[src/rtl/core/wet_pkg.sv]
package wet_pkg;

  localparam int unsigned WAVE_INDEX_BITS = 11;
  localparam int unsigned PHASE_FRAC_BITS = 12;
  localparam int unsigned WAVE_SEL_BITS   = 3;
  localparam int unsigned STORE_ADDR_W    = WAVE_SEL_BITS + WAVE_INDEX_BITS;
  localparam int unsigned STORE_DEPTH     = 1 << STORE_ADDR_W;

  localparam int unsigned HOST_CLK_W    = 24;
  localparam int unsigned OUT_RATE_W    = 18;
  localparam int unsigned CFG_INDEX_W   = 2;
  localparam int unsigned CFG_DATA_W    = 24;
  localparam int unsigned PHASE_W       = 32;
  localparam int unsigned MULT_W        = 13;
  localparam int unsigned CLK_DIV_SHIFT = 6;
  localparam int unsigned PROD_W        = HOST_CLK_W - CLK_DIV_SHIFT + MULT_W;
  localparam int unsigned CLK_SHIFT     = 10;
  localparam int unsigned SAMPLE_W      = 7;

  localparam logic [HOST_CLK_W-1:0] HOST_CLK_RESET = HOST_CLK_W'(3072000);
  localparam logic [OUT_RATE_W-1:0] OUT_RATE_RESET = OUT_RATE_W'(44100);

  typedef enum logic [1:0] {
    ACT_TICK  = 2'd0,
    ACT_LOW   = 2'd1,
    ACT_HIGH  = 2'd2,
    ACT_LOAD  = 2'd3
  } action_e;

  typedef enum logic [CFG_INDEX_W-1:0] {
    CFG_HOST_CLK    = 2'd0,
    CFG_OUTPUT_RATE = 2'd1
  } cfg_index_e;

  typedef enum logic [1:0] {
    ST_IDLE,
    ST_MUL,
    ST_DIV,
    ST_DONE
  } state_e;

  function automatic logic [7:0] wave_volume(input logic [WAVE_SEL_BITS-1:0] wave);
    logic [7:0] vol;
    case (wave)
      3'd0:    vol = 8'd27;
      3'd1:    vol = 8'd40;
      3'd2:    vol = 8'd55;
      3'd3:    vol = 8'd68;
      3'd4:    vol = 8'd87;
      3'd5:    vol = 8'd100;
      3'd6:    vol = 8'd115;
      default: vol = 8'd128;
    endcase
    return vol;
  endfunction

endpackage

[src/rtl/core/wet_div.sv]
module wet_div (
  input  logic                            clk_i,
  input  logic                            rst_ni,
  input  logic                            start_i,
  input  logic [wet_pkg::PHASE_W-1:0]     dividend_i,
  input  logic [wet_pkg::OUT_RATE_W-1:0]  divisor_i,
  output logic                            done_o,
  output logic [wet_pkg::PHASE_W-1:0]     quotient_o
);
  import wet_pkg::*;

  localparam int unsigned CNT_W = $clog2(PHASE_W);

  logic                  busy_q, busy_d;
  logic                  done_q, done_d;
  logic [CNT_W-1:0]      cnt_q, cnt_d;
  logic [PHASE_W-1:0]    dvd_q, dvd_d;
  logic [OUT_RATE_W-1:0] rem_q, rem_d;
  logic [OUT_RATE_W-1:0] dsr_q, dsr_d;
  logic [OUT_RATE_W:0]   rem_sh;
  logic                  ge;

  // One quotient bit per cycle, restoring; quotient bits shift into the dividend register.
  always_comb begin
    busy_d = busy_q;
    done_d = 1'b0;
    cnt_d  = cnt_q;
    dvd_d  = dvd_q;
    rem_d  = rem_q;
    dsr_d  = dsr_q;
    rem_sh = {rem_q, dvd_q[PHASE_W-1]};
    ge     = (rem_sh >= {1'b0, dsr_q});
    if (start_i) begin
      busy_d = 1'b1;
      cnt_d  = '0;
      dvd_d  = dividend_i;
      rem_d  = '0;
      dsr_d  = divisor_i;
    end else if (busy_q) begin
      rem_d = ge ? OUT_RATE_W'(rem_sh - {1'b0, dsr_q}) : OUT_RATE_W'(rem_sh);
      dvd_d = {dvd_q[PHASE_W-2:0], ge};
      cnt_d = cnt_q + CNT_W'(1);
      if (cnt_q == CNT_W'(PHASE_W - 1)) begin
        busy_d = 1'b0;
        done_d = 1'b1;
      end
    end
  end

  always_ff @(posedge clk_i or negedge rst_ni) begin
    if (!rst_ni) begin
      busy_q <= 1'b0;
      done_q <= 1'b0;
      cnt_q  <= '0;
    end else begin
      busy_q <= busy_d;
      done_q <= done_d;
      cnt_q  <= cnt_d;
    end
  end

  always_ff @(posedge clk_i) begin
    dvd_q <= dvd_d;
    rem_q <= rem_d;
    dsr_q <= dsr_d;
  end

  assign done_o     = done_q;
  assign quotient_o = dvd_q;

endmodule

[config.mk]
export PLATFORM = sky130hd
export DESIGN_NAME = wet_div
export DESIGN_NICKNAME = d
export VERILOG_FILES = /design/src/rtl/core/wet_pkg.sv /design/src/rtl/core/wet_div.sv
export SDC_FILE = /design/constraint.sdc
export NUM_CORES = 1
export LEC_CHECK = 0
export ABC_CLOCK_PERIOD_IN_PS = 3200
export BUFFER_PORTS_ARGS = -buffer_cell sky130_fd_sc_hd__buf_4
export CORE_MARGIN = 5
export CORE_UTILIZATION = 30
export CTS_BUF_LIST = sky130_fd_sc_hd__clkbuf_8
export CTS_CLUSTER_SIZE = 25
export DETAILED_ROUTE_END_ITERATION = 10
export PLACE_DENSITY = 0.48
export RECOVER_POWER = 25
export SYNTH_ARGS = -nofsm -noshare
export SYNTH_HDL_FRONTEND = slang
export SYNTH_SLANG_ARGS = --single-unit
[constraint.sdc]
create_clock -name clk_i -period 3.2 [get_ports clk_i]
set_clock_uncertainty 0.1 [all_clocks]
set_input_delay 0.64 -clock clk_i [delete_from_list [all_inputs] [get_ports clk_i]]
set_output_delay 0.64 -clock clk_i [all_outputs]
set_load 0.01 [all_outputs]
==> out/summary.txt, run 1 <==
status: completed
CTS tree: done
hold_ws: 0.356 ns
period utilization: 86.3%
Crit Path Class: register to register
Setup Buffers After CTS: 0
cells after synthesis: 398
site row count: 43
Slew Limit Headroom: 19.9%
clk_lat worst skew: 0.38 ns
cts repair resizes: 0
Clock Path Buffers: 2
die width: 130 um
commonest cells in the netlist: edfxtp_1 (50), mux2_2 (34), nor2_1 (26)
worst vdd ir: 0.224 mV
Tot GR Track Use: 14.2%
post-DP HPWL: 8320 um
asr flop ratio synth: 9.33%
ant diodes: 0
hold depth: 1
final setup TNS: 0 ns
Worst Hold End: dsr_q[5]
Ports: 86
CTS clk-pin slew, worst paths: 0.09 ns
Starting Density: 30.8%
Via-to-Cell Ratio: 5.09
largest net degree at the start of global routing: 37
antenna violations before repair: 0
Max Freq: 0.362 GHz
count leader, synth: edfxtp_1
max-slew violation count: 0
Die Y: 130 um
vias in the first global route: 3536
Synthesis Warnings: 0
Yosys cell types: 65
die area: 0.0168 mm^2
design area: 0.00530 mm^2
EDFF count, synth: 50
CTS Buf Count: 9
leading area contributor after synthesis: edfxtp_1
Root Buffer: clkbuf_8
post-synth top area share: 35.0%
DR WL/cell: 16.7 um
layout overhead on the synthesized area: 23.3%
routability cong.: 0.923
CP required: 3.38 ns
r2r setup slk: 0.44 ns
core region area: 0.0139 mm^2
crit path DAT: 2.94 ns
Synth Flop Type: edfxtp_1
GRT overflow: 0
Yosys reg bits: 75
fin cells: 665
CTS sink cnt: 75
Antenna Violating Nets Remaining: 0
Critical Path Start Type: register
Worst Setup SP: quotient_o[31]
first-pass GRT wire length: 18600 um
share of cells above drive strength 1: 30.7%
Max H-tree Level: 3
DRC: 0
nets: 554
post-synthesis sequential area ratio: 47.4%
total power: 2.88 mW
Slew @ Worst Pin: 1.20 ns
hold_buf cts: 1
Leak: 2.27 nW
RSZ-0062 raised after global routing: false
Worst Setup End Kind: register
Worst R2R Path Depth: 10
maxcap violations: 0
hold path start: divisor_i[5]
cell area power density: 544 mW/mm^2
worst reg2reg endpoint: rem_q[14]
final hold violations: 0
Vias: 3382
Max FO, Critical Path: 4
DRT Pass-1 Iters: 4
placed cell count: 648
r2r startpoint: quotient_o[31]
WL final: 11100 um
Min-Delay Path Class: input port to register
Syn Nets: 472
syn avg cell area: 10.8 um^2
Placed Area: 0.00511 mm^2
# port buffers: 85
Mapped Area: 0.00430 mm^2
DRT iter0 DRCs: 150
post-layout min period: 2.76 ns
final setup violation count: 0
Synth area leaders: edfxtp_1 (35%), mux2_2 (8.9%), dfxtp_1 (8.4%)
-- layout make-up --
class | count | area [um^2]
fillers | 1390 | 8640
multi-input cells | 275 | 2050
flip-flops and latches | 75 | 2040
repair buffers | 94 | 697
well taps | 180 | 225
clock buffers | 9 | 124
inverters | 25 | 93.8
clock inverters | 7 | 68.8
-- metal layers --
layer / routed length (um) / global-route usage (%)
met2: 4880 / 21.3
met5: 0 / 0
met4: 283 / 6.23
met3: 957 / 5.23
met1: 5000 / 18.3
-- worst max-delay path, cell delays in order, from the launching register on --
cell,delay [ns]
edfxtp_1,0.41
inv_1,0.08
ha_1,0.16
inv_1,0.05
fa_1,0.43
a211o_1,0.35
a211oi_2,0.28
nor3_1,0.14
nor4_1,0.29
o21ai_1,0.10
a311oi_1,0.26
-- how the worst max path moves through the flow --
stage / slack [ns] / endpoint
2_1_floorplan: 0.70 / rem_q[14]
3_5_place_dp: 0.49 / rem_q[14]
5_1_grt: 0.15 / rem_q[14]
3_3_place_gp: 0.55 / rem_q[8]
4_1_cts: 0.45 / rem_q[14]
6_report: 0.44 / rem_q[14]
-- state kept, by name, indices dropped and copies added (netlist names) --
register and cells:
busy_q 1, done_o 1, rem_q 18, cnt_q 5, dsr_q 18, quotient_o 32
-- cells in the final DEF (no fill, tap or decap), drive strengths merged, types with 2 or more instances in the layout --
cell and n:
o21bai 2, and2 6, clkinv 4, clkbuf 30, or3 2, and4 3
o21ai 26, o311ai 2, a211oi 5, a41oi 4, a21oi 17, a21o 9
ha 20, nor2 26, edfxtp 50, a311oi 11, a31o 2, xor2 7
dfxtp 18, mux2i 2, xnor2 5, o21a 6, mux2 34, o31a 2
nand2 17, dfrtp 7, a211o 2, nor3 5, a31oi 3, buf 72
nand3 19, nand4 5, nand2b 2, and3 6, o211ai 6, nor4 4
inv 27
-- cells by family (layout without fill, tap and decap cells) --
kind of cell,after synthesis,count (layout),share of synthesized area [%]
AOI/OAI and AO/OA,104,104,17.3
and+or+nand+nor,102,102,12.4
DFF,75,75,47.4
buffers and inverters,48,135,4.81
muxes,36,36,9.38
adders and majority gates,21,21,6.29
xor gates and xnor gates,12,12,2.45
-- stage by stage --
stage          util [%]  worst slack (ns)
2_1_floorplan         -             0.699
3_3_place_gp       36.6             0.548
3_5_place_dp       36.6             0.488
4_1_cts            38.1             0.447
5_1_grt            38.0             0.153
6_report           38.0             0.440
-- where the power goes --
part	switching, mW	internal (mW)	total (mW)
logic	0.487	0.416	0.903
registers	0.0771	1.15	1.23
clock network	0.389	0.359	0.748
No activity file was read; power rests on OpenSTA's default activity.
==> inputs of run 2 (changes only) <==
BUFFER_PORTS_ARGS = -buffer_cell sky130_fd_sc_hd__buf_2   (was -buffer_cell sky130_fd_sc_hd__buf_4)
==> run 2 against run 1 <==
Compared with the run above:
- power down 2.2%
- routed wire length increased by 2.0%
- utilization shrank 1.5 points
- die area is the same
- critical path depth unchanged
- clock power decreased by 4.1%
- first-iteration DRC count up 57%
- cell area shrank 3.9%
- non-clock buffer count rose by 2
- worst setup slack got worse by 0.0026 ns
- register-to-register slack hardly changed
- critical path type unchanged
==> out/summary.txt, run 2 (synthesis results as in run 1) <==
core region area: 0.0139 mm^2 (unchanged)
Clock power frac: 25.4% (-0.6 points)
worst reg2reg endpoint: rem_q[14]
status: completed
hold depth: 1 (unchanged)
most frequent cells in the layout: buf_2 (83), edfxtp_1 (50), mux2_2 (34), inv_1 (28), nor2_1 (26)
internal power: 1.88 mW (-2.3%)
Die Y: 130 um (unchanged)
maxcap violations: 0 (unchanged)
hold path start: divisor_i[15]
max FFs per register: 32 (unchanged)
DRC: 0 (unchanged)
largest net degree at the start of global routing: 33 (-11%)
RSZ-0062 raised after global routing: false
post-DP HPWL: 8480 um (+1.9%)
combinational share of power: 31.1% (-0.2 points)
CTS Buf Count: 9 (unchanged)
Antenna Violating Nets Remaining: 0 (unchanged)
Worst Setup End Kind: register
commonest non-fill, non-tap cell in the layout: buf_2
antenna violations before repair: 1 (+1)
worst vdd ir: 0.327 mV (+46%)
Worst Hold End: dsr_q[15]
final setup TNS: 0 ns (unchanged)
CP max stage delay: 0.44 ns (about the same)
WL final: 11300 um (+2.0%)
Starting Density: 30.8% (unchanged)
Highest Signal Layer: met5
site row count: 43 (unchanged)
CP Cell Sequence: inv_1 -> ha_1 -> inv_1 -> fa_1 -> a211o_1 -> a211oi_2 -> nor3_1 -> nor4_1 -> o21ai_1 -> a311oi_1
Via-to-Cell Ratio: 5.18 (+1.9%)
Min-Delay Path Class: input port to register
r2r setup slk: 0.44 ns (about the same)
post-layout min period: 2.76 ns (+0.00261 ns)
Tot GR Track Use: 14.0% (-0.20 points)
Max H-tree Level: 3 (unchanged)
Worst R2R Path Depth: 10 (unchanged)
GRT overflow: 0 (unchanged)
final setup violation count: 0 (unchanged)
DR WL/cell: 17.0 um (+1.6%)
Vias: 3456 (+2.2%)
ant diodes: 0 (unchanged)
Flop pwr share: 43.5% (+0.8 points)
worst setup margin: 0.437 ns (-0.00261 ns)
vias in the first global route: 3570 (+0.96%)
Psw: 935 uW (-1.9%)
share of cells above drive strength 1: 30.4% (-0.33 points)
placed cell count: 650 (+0.31%)
Slew Limit Headroom: 1.23% (-19 points)
CTS sink cnt: 75 (unchanged)
WL met3: 1030 um (+7.6%)
Sw Share: 33.2% (+0.096 points)
period utilization: 86.3% (about the same)
fin cells: 667 (+0.30%)
met2 WL: 4980 um (+2.0%)
final hold violations: 0 (unchanged)
Root Buffer: clkbuf_8
nets: 556 (+0.36%)
Max FO, Critical Path: 4 (unchanged)
Max Freq: 0.362 GHz (about the same)
Crit Path Class: register to register
# port buffers: 85 (unchanged)
die width: 130 um (unchanged)
CP required: 3.37 ns (about the same)
DRT Pass-1 Iters: 4 (unchanged)
Clock Path Buffers: 2 (unchanged)
Slowest-stage cell, CP: fa_1
CTS tree: done
DRT iter0 DRCs: 235 (+57%)
Leak: 2.21 nW (-2.7%)
Setup Buffers After CTS: 0 (unchanged)
first-pass GRT wire length: 18200 um (-2.0%)
CTS clk-pin slew, worst paths: 0.08 ns (about the same)
Slew @ Worst Pin: 1.48 ns (+0.280 ns)
pre-CTS WS: 0.473 ns (-0.0145 ns)
die area: 0.0168 mm^2 (unchanged)
layout overhead on the synthesized area: 18.5%
routability cong.: 0.905 (-2.0%)
CP most frequent cell: inv_1
max-slew violation count: 0 (unchanged)
cts repair resizes: 0 (unchanged)
cell area power density: 553 mW/mm^2 (+1.8%)
clk_lat worst skew: 0.37 ns (about the same)
Critical Path Start Type: register
r2r startpoint: quotient_o[31]
Ports: 86 (unchanged)
wl on met1: 5060 um (+1.3%)
crit path DAT: 2.93 ns (about the same)
==> run 2: how the worst max path moves through the flow <==
| stage | startpoint | endpoint | cells after the start |
|---|---|---|---|
| global route | quotient_o[31] | rem_q[14] | 10 |
| floorplan | quotient_o[31] | rem_q[14] | 10 |
| global placement | quotient_o[31] | rem_q[8] | 10 |
| detailed placement | quotient_o[31] | rem_q[14] | 10 |
| CTS | quotient_o[31] | rem_q[14] | 10 |
| finish | quotient_o[31] | rem_q[14] | 10 |
==> run 2: per-layer routing <==
layer / vias up / track usage (%)
li1: 1677 / -
met2: 139 / 21.4
met4: 2 / 5.68
met1: 1621 / 17.5
met3: 17 / 5.73
met5: - / 0
==> run 2: power groups by stage <==
| stage | clock network [mW] | registers [mW] | logic [mW] |
|---|---|---|---|
| 2_1_floorplan | 0 | 1.25 | 0.614 |
| 3_3_place_gp | 0 | 1.25 | 0.873 |
| 3_5_place_dp | 0 | 1.25 | 0.867 |
| 4_1_cts | 0.750 | 1.23 | 0.872 |
| 5_1_grt | 0.787 | 1.24 | 0.968 |
| 6_report | 0.717 | 1.23 | 0.875 |
==> run 2: what timing repair did <==
item | in CTS | in global routing
hold buffers | 1 | 0
endpoints found under the hold margin | 7 | 0
setup endpoints to repair | 0 | 0
==> run 2: metrics by stage <==
stage	hold WS (ns)	instance area, um^2	util (%)	power, mW
after detailed placement	0.384	4910	35.2	2.11
after global routing	0.315	5090	36.5	2.99
after global placement	0.384	4910	35.2	2.12
final	0.345	5090	36.5	2.82
after floorplan	0.244	4300	-	1.86
after CTS	0.315	5100	36.6	2.85
==> run 2: final cells by class <==
class	instances	area, um^2
well taps	180	225
fillers	1380	8840
repair buffers	96	498
inverters	25	93.8
clock inverters	7	61.3
clock buffers	9	124
multi-input cells	275	2050
flip-flops and latches	75	2040
==> run 2: worst max-delay path: cells and delay by family, from the launching register on <==
family | cells | cell delay [ns]
buf+inv | 2 | 0.14
fa+ha+maj | 2 | 0.60
flops | 1 | 0.42
simple gates | 2 | 0.44
compound gates | 4 | 0.97
==> inputs of run 3 (changes only) <==
ABC_AREA = 1   (was default)
SLEW_MARGIN = 10   (was default)
==> run 3 against run 2 <==
Compared with the run above:
- clock power rose by 4.6%
- via count rose by 3.2%
- sequential share of layout area barely moved
- synthesized cell count rose by 34%
- flip-flop and latch count did not move
- die area rose by 0.36%
- utilization fell by 0.10 points
- routed wire length fell by 5.5%
- maximum frequency rose by 9.1%
- power rose by 36%
- sequential power rose by 8%
- non-clock buffer count fell by 5
- largest power group is now combinational cells
==> out/summary.txt, run 3 <==
status: completed
die width: 130 um (+0.18%)
hold path start: divisor_i[17]
Multi-input gate area: 0.00191 mm^2 (-7.0%)
Synth area leaders: edfxtp_1 (35%), nand2_1 (19%), dfxtp_1 (8.4%)
Yosys reg bits: 75 (unchanged)
FILL cells: 1522 (+10%)
crit path DAT: 2.55 ns (-0.38 ns)
Ports: 86 (unchanged)
Min-Delay Path Class: input port to register
post-DP HPWL: 7780 um (-8.2%)
largest family of logic cells by synthesized area: simple AND/OR/NAND/NOR gates
Die Y: 130 um (+0.18%)
# port buffers: 85 (unchanged)
CP required: 3.22 ns (-0.15 ns)
EDFF count, synth: 50 (unchanged)
commonest non-fill, non-tap cell in the layout: nand2_1
Synthesis Warnings: 0 (unchanged)
Max FO, Critical Path: 33 (+29)
Root Buffer: clkbuf_8
syn avg cell area: 8.10 um^2 (-25%)
count leader, synth: nand2_1
largest net degree at the start of global routing: 45 (+36%)
WL final: 10700 um (-5.5%)
XOR/XNOR Fraction of Synth Area: 1.63% (-0.82 points)
maxcap violations: 0 (unchanged)
Worst Setup SP: start_i
DRT Pass-1 Iters: 4 (unchanged)
asr flop ratio synth: 9.33% (unchanged)
post-layout min period: 2.53 ns (-0.230 ns)
Antenna Violating Nets Remaining: 0 (unchanged)
register area: 0.00204 mm^2 (unchanged)
Post-Synth Simple-Gate Area: 32.0% (+20 points)
Leak: 2.61 nW (+18%)
Max H-tree Level: 3 (unchanged)
final setup violation count: 0 (unchanged)
Setup Buffers After CTS: 0 (unchanged)
delay-heaviest family, CP: buffers and inverters
r2r startpoint: busy_q
die area: 0.0169 mm^2 (+0.36%)
leading area contributor after synthesis: edfxtp_1
worst vdd ir: 0.239 mV (-27%)
GRT overflow: 0 (unchanged)
Tot GR Track Use: 13.5% (-0.47 points)
Via-to-Cell Ratio: 4.44 (-14%)
cell area power density: 754 mW/mm^2 (+36%)
DRT iter0 DRCs: 153 (-35%)
antenna violations before repair: 1 (unchanged)
cts repair resizes: 0 (unchanged)
CTS Buf Count: 9 (unchanged)
core region area: 0.0140 mm^2 (+0.39%)
final setup TNS: 0 ns (unchanged)
Slowest-stage cell, CP: clkinv_1
ant diodes: 0 (unchanged)
Crit Path Class: input port to register
first-pass GRT wire length: 17800 um (-2.6%)
commonest cells in the netlist: nand2_1 (218), inv_1 (63), edfxtp_1 (50)
Syn Nets: 606 (+28%)
Mapped Area: 0.00431 mm^2 (+0.38%)
Synth Flop Type: edfxtp_1
CP max stage delay: 0.53 ns (+0.09 ns)
Critical Path Start Type: input port
Slew @ Worst Pin: 0.986 ns (-0.495 ns)
synthesized-area fraction occupied by adder cells: 6.27% (-0.024 points)
most frequent cells in the layout: nand2_1 (218), buf_2 (83), inv_1 (65), edfxtp_1 (50), nor2_1 (26)
hold_buf cts: 1 (unchanged)
Slew Limit Headroom: 34.3% (+33 points)
layout overhead on the synthesized area: 18.2%
max FFs per register: 32 (unchanged)
CTS tree: done
Vias: 3566 (+3.2%)
max-slew violation count: 0 (unchanged)
nets: 693 (+25%)
DRC: 0 (unchanged)
vias in the first global route: 3700 (+3.6%)
CP Buf/Inv Count: 4 (+2)
share of cells above drive strength 1: 20.5% (-9.9 points)
post-synth top area share: 34.8% (-0.13 points)
post-synthesis sequential area ratio: 47.2% (-0.18 points)
site row count: 43 (unchanged)
hold_ws: 0.335 ns (-0.00982 ns)
mux cell area share after synthesis: 0% (-9.4 points)
final hold violations: 0 (unchanged)
RSZ-0062 raised after global routing: false
DR WL/cell: 13.3 um (-22%)
CP most frequent cell: clkbuf_1
CTS clk-pin slew, worst paths: 0.09 ns (about the same)
Synth Area in Compound Gates: 4.35% (-13 points)
routability cong.: 0.842 (-6.9%)
Max Freq: 0.395 GHz (+9.1%)
cells after synthesis: 532 (+34%)
Starting Density: 30.8% (about the same)
period utilization: 79.2% (-7.2 points)
Worst Setup End Kind: register
CP Cell Sequence: clkbuf_1 -> nor2_1 -> clkbuf_1 -> clkinv_1 -> buf_12
CTS sink cnt: 75 (unchanged)
Clock Path Buffers: 2 (unchanged)
Yosys cell types: 39 (-40%)
clk_lat worst skew: 0.37 ns (about the same)
==> run 3: cell families (layout without fill, tap and decap cells) <==
logic type      count (synthesis)  after routing
buf+inv                        83            175
compound gates                 33             33
xor+xnor                        8              8
fa+ha+maj                      21             21
flops                          75             75
simple gates                  312            312
==> run 3: per-stage QoR <==
| stage | utilization [%] | area [um^2] | std cells | total power, mW | setup WS, ns |
|---|---|---|---|---|---|
| global placement | 35.0 | 4900 | 787 | 3.12 | 0.940 |
| detailed placement | 35.0 | 4900 | 787 | 3.11 | 0.923 |
| CTS | 36.5 | 5100 | 804 | 3.89 | 0.950 |
| global route | 36.4 | 5100 | 804 | 4.20 | 0.494 |
| floorplan | - | 4310 | 532 | 2.76 | 0.804 |
| finish | 36.4 | 5100 | 804 | 3.84 | 0.667 |
==> run 3: layout make-up <==
type	instances	share of cell area (%)
Tap cell	180	4.42
Multi-Input combinational cell	374	37.4
Timing Repair Buffer	91	9.35
Sequential cell	75	40.0
Clock buffer	9	2.43
Inverter	68	5.01
Clock inverter	7	1.37
==> run 3: final timing paths <==
path,to,slack (ns),cells after the start
max reg2reg,quotient_o[27],0.91,4
min,dsr_q[17],0.34,1
min in group asynchronous,cnt_q[3],0.60,2
max in group asynchronous,cnt_q[1],2.11,2
min reg2reg,rem_q[17],0.38,2
max,quotient_o[27],0.67,5
==> run 3: layer usage <==
metal	track usage (%)	vias to the layer above	part of all wire, %
met5	0	-	0.12
met4	4.65	2	1.8
met3	4.91	17	6.2
met2	20.9	90	44
met1	17.5	1590	48
li1	-	1867	-
==> run 3: worst reg2reg max path, delay by kind of cell (launching register included) <==
kind | cells | cell delay (ns)
buffers and inverters | 3 | 1.38
flip-flops | 1 | 0.44
AND/OR/NAND/NOR | 1 | 0.11
==> run 3: report_power, final <==
part | internal, mW | total [mW] | switching [mW]
Sequential | 1.21 | 1.33 | 0.115
Combinational | 0.685 | 1.76 | 1.08
Clock | 0.359 | 0.750 | 0.391
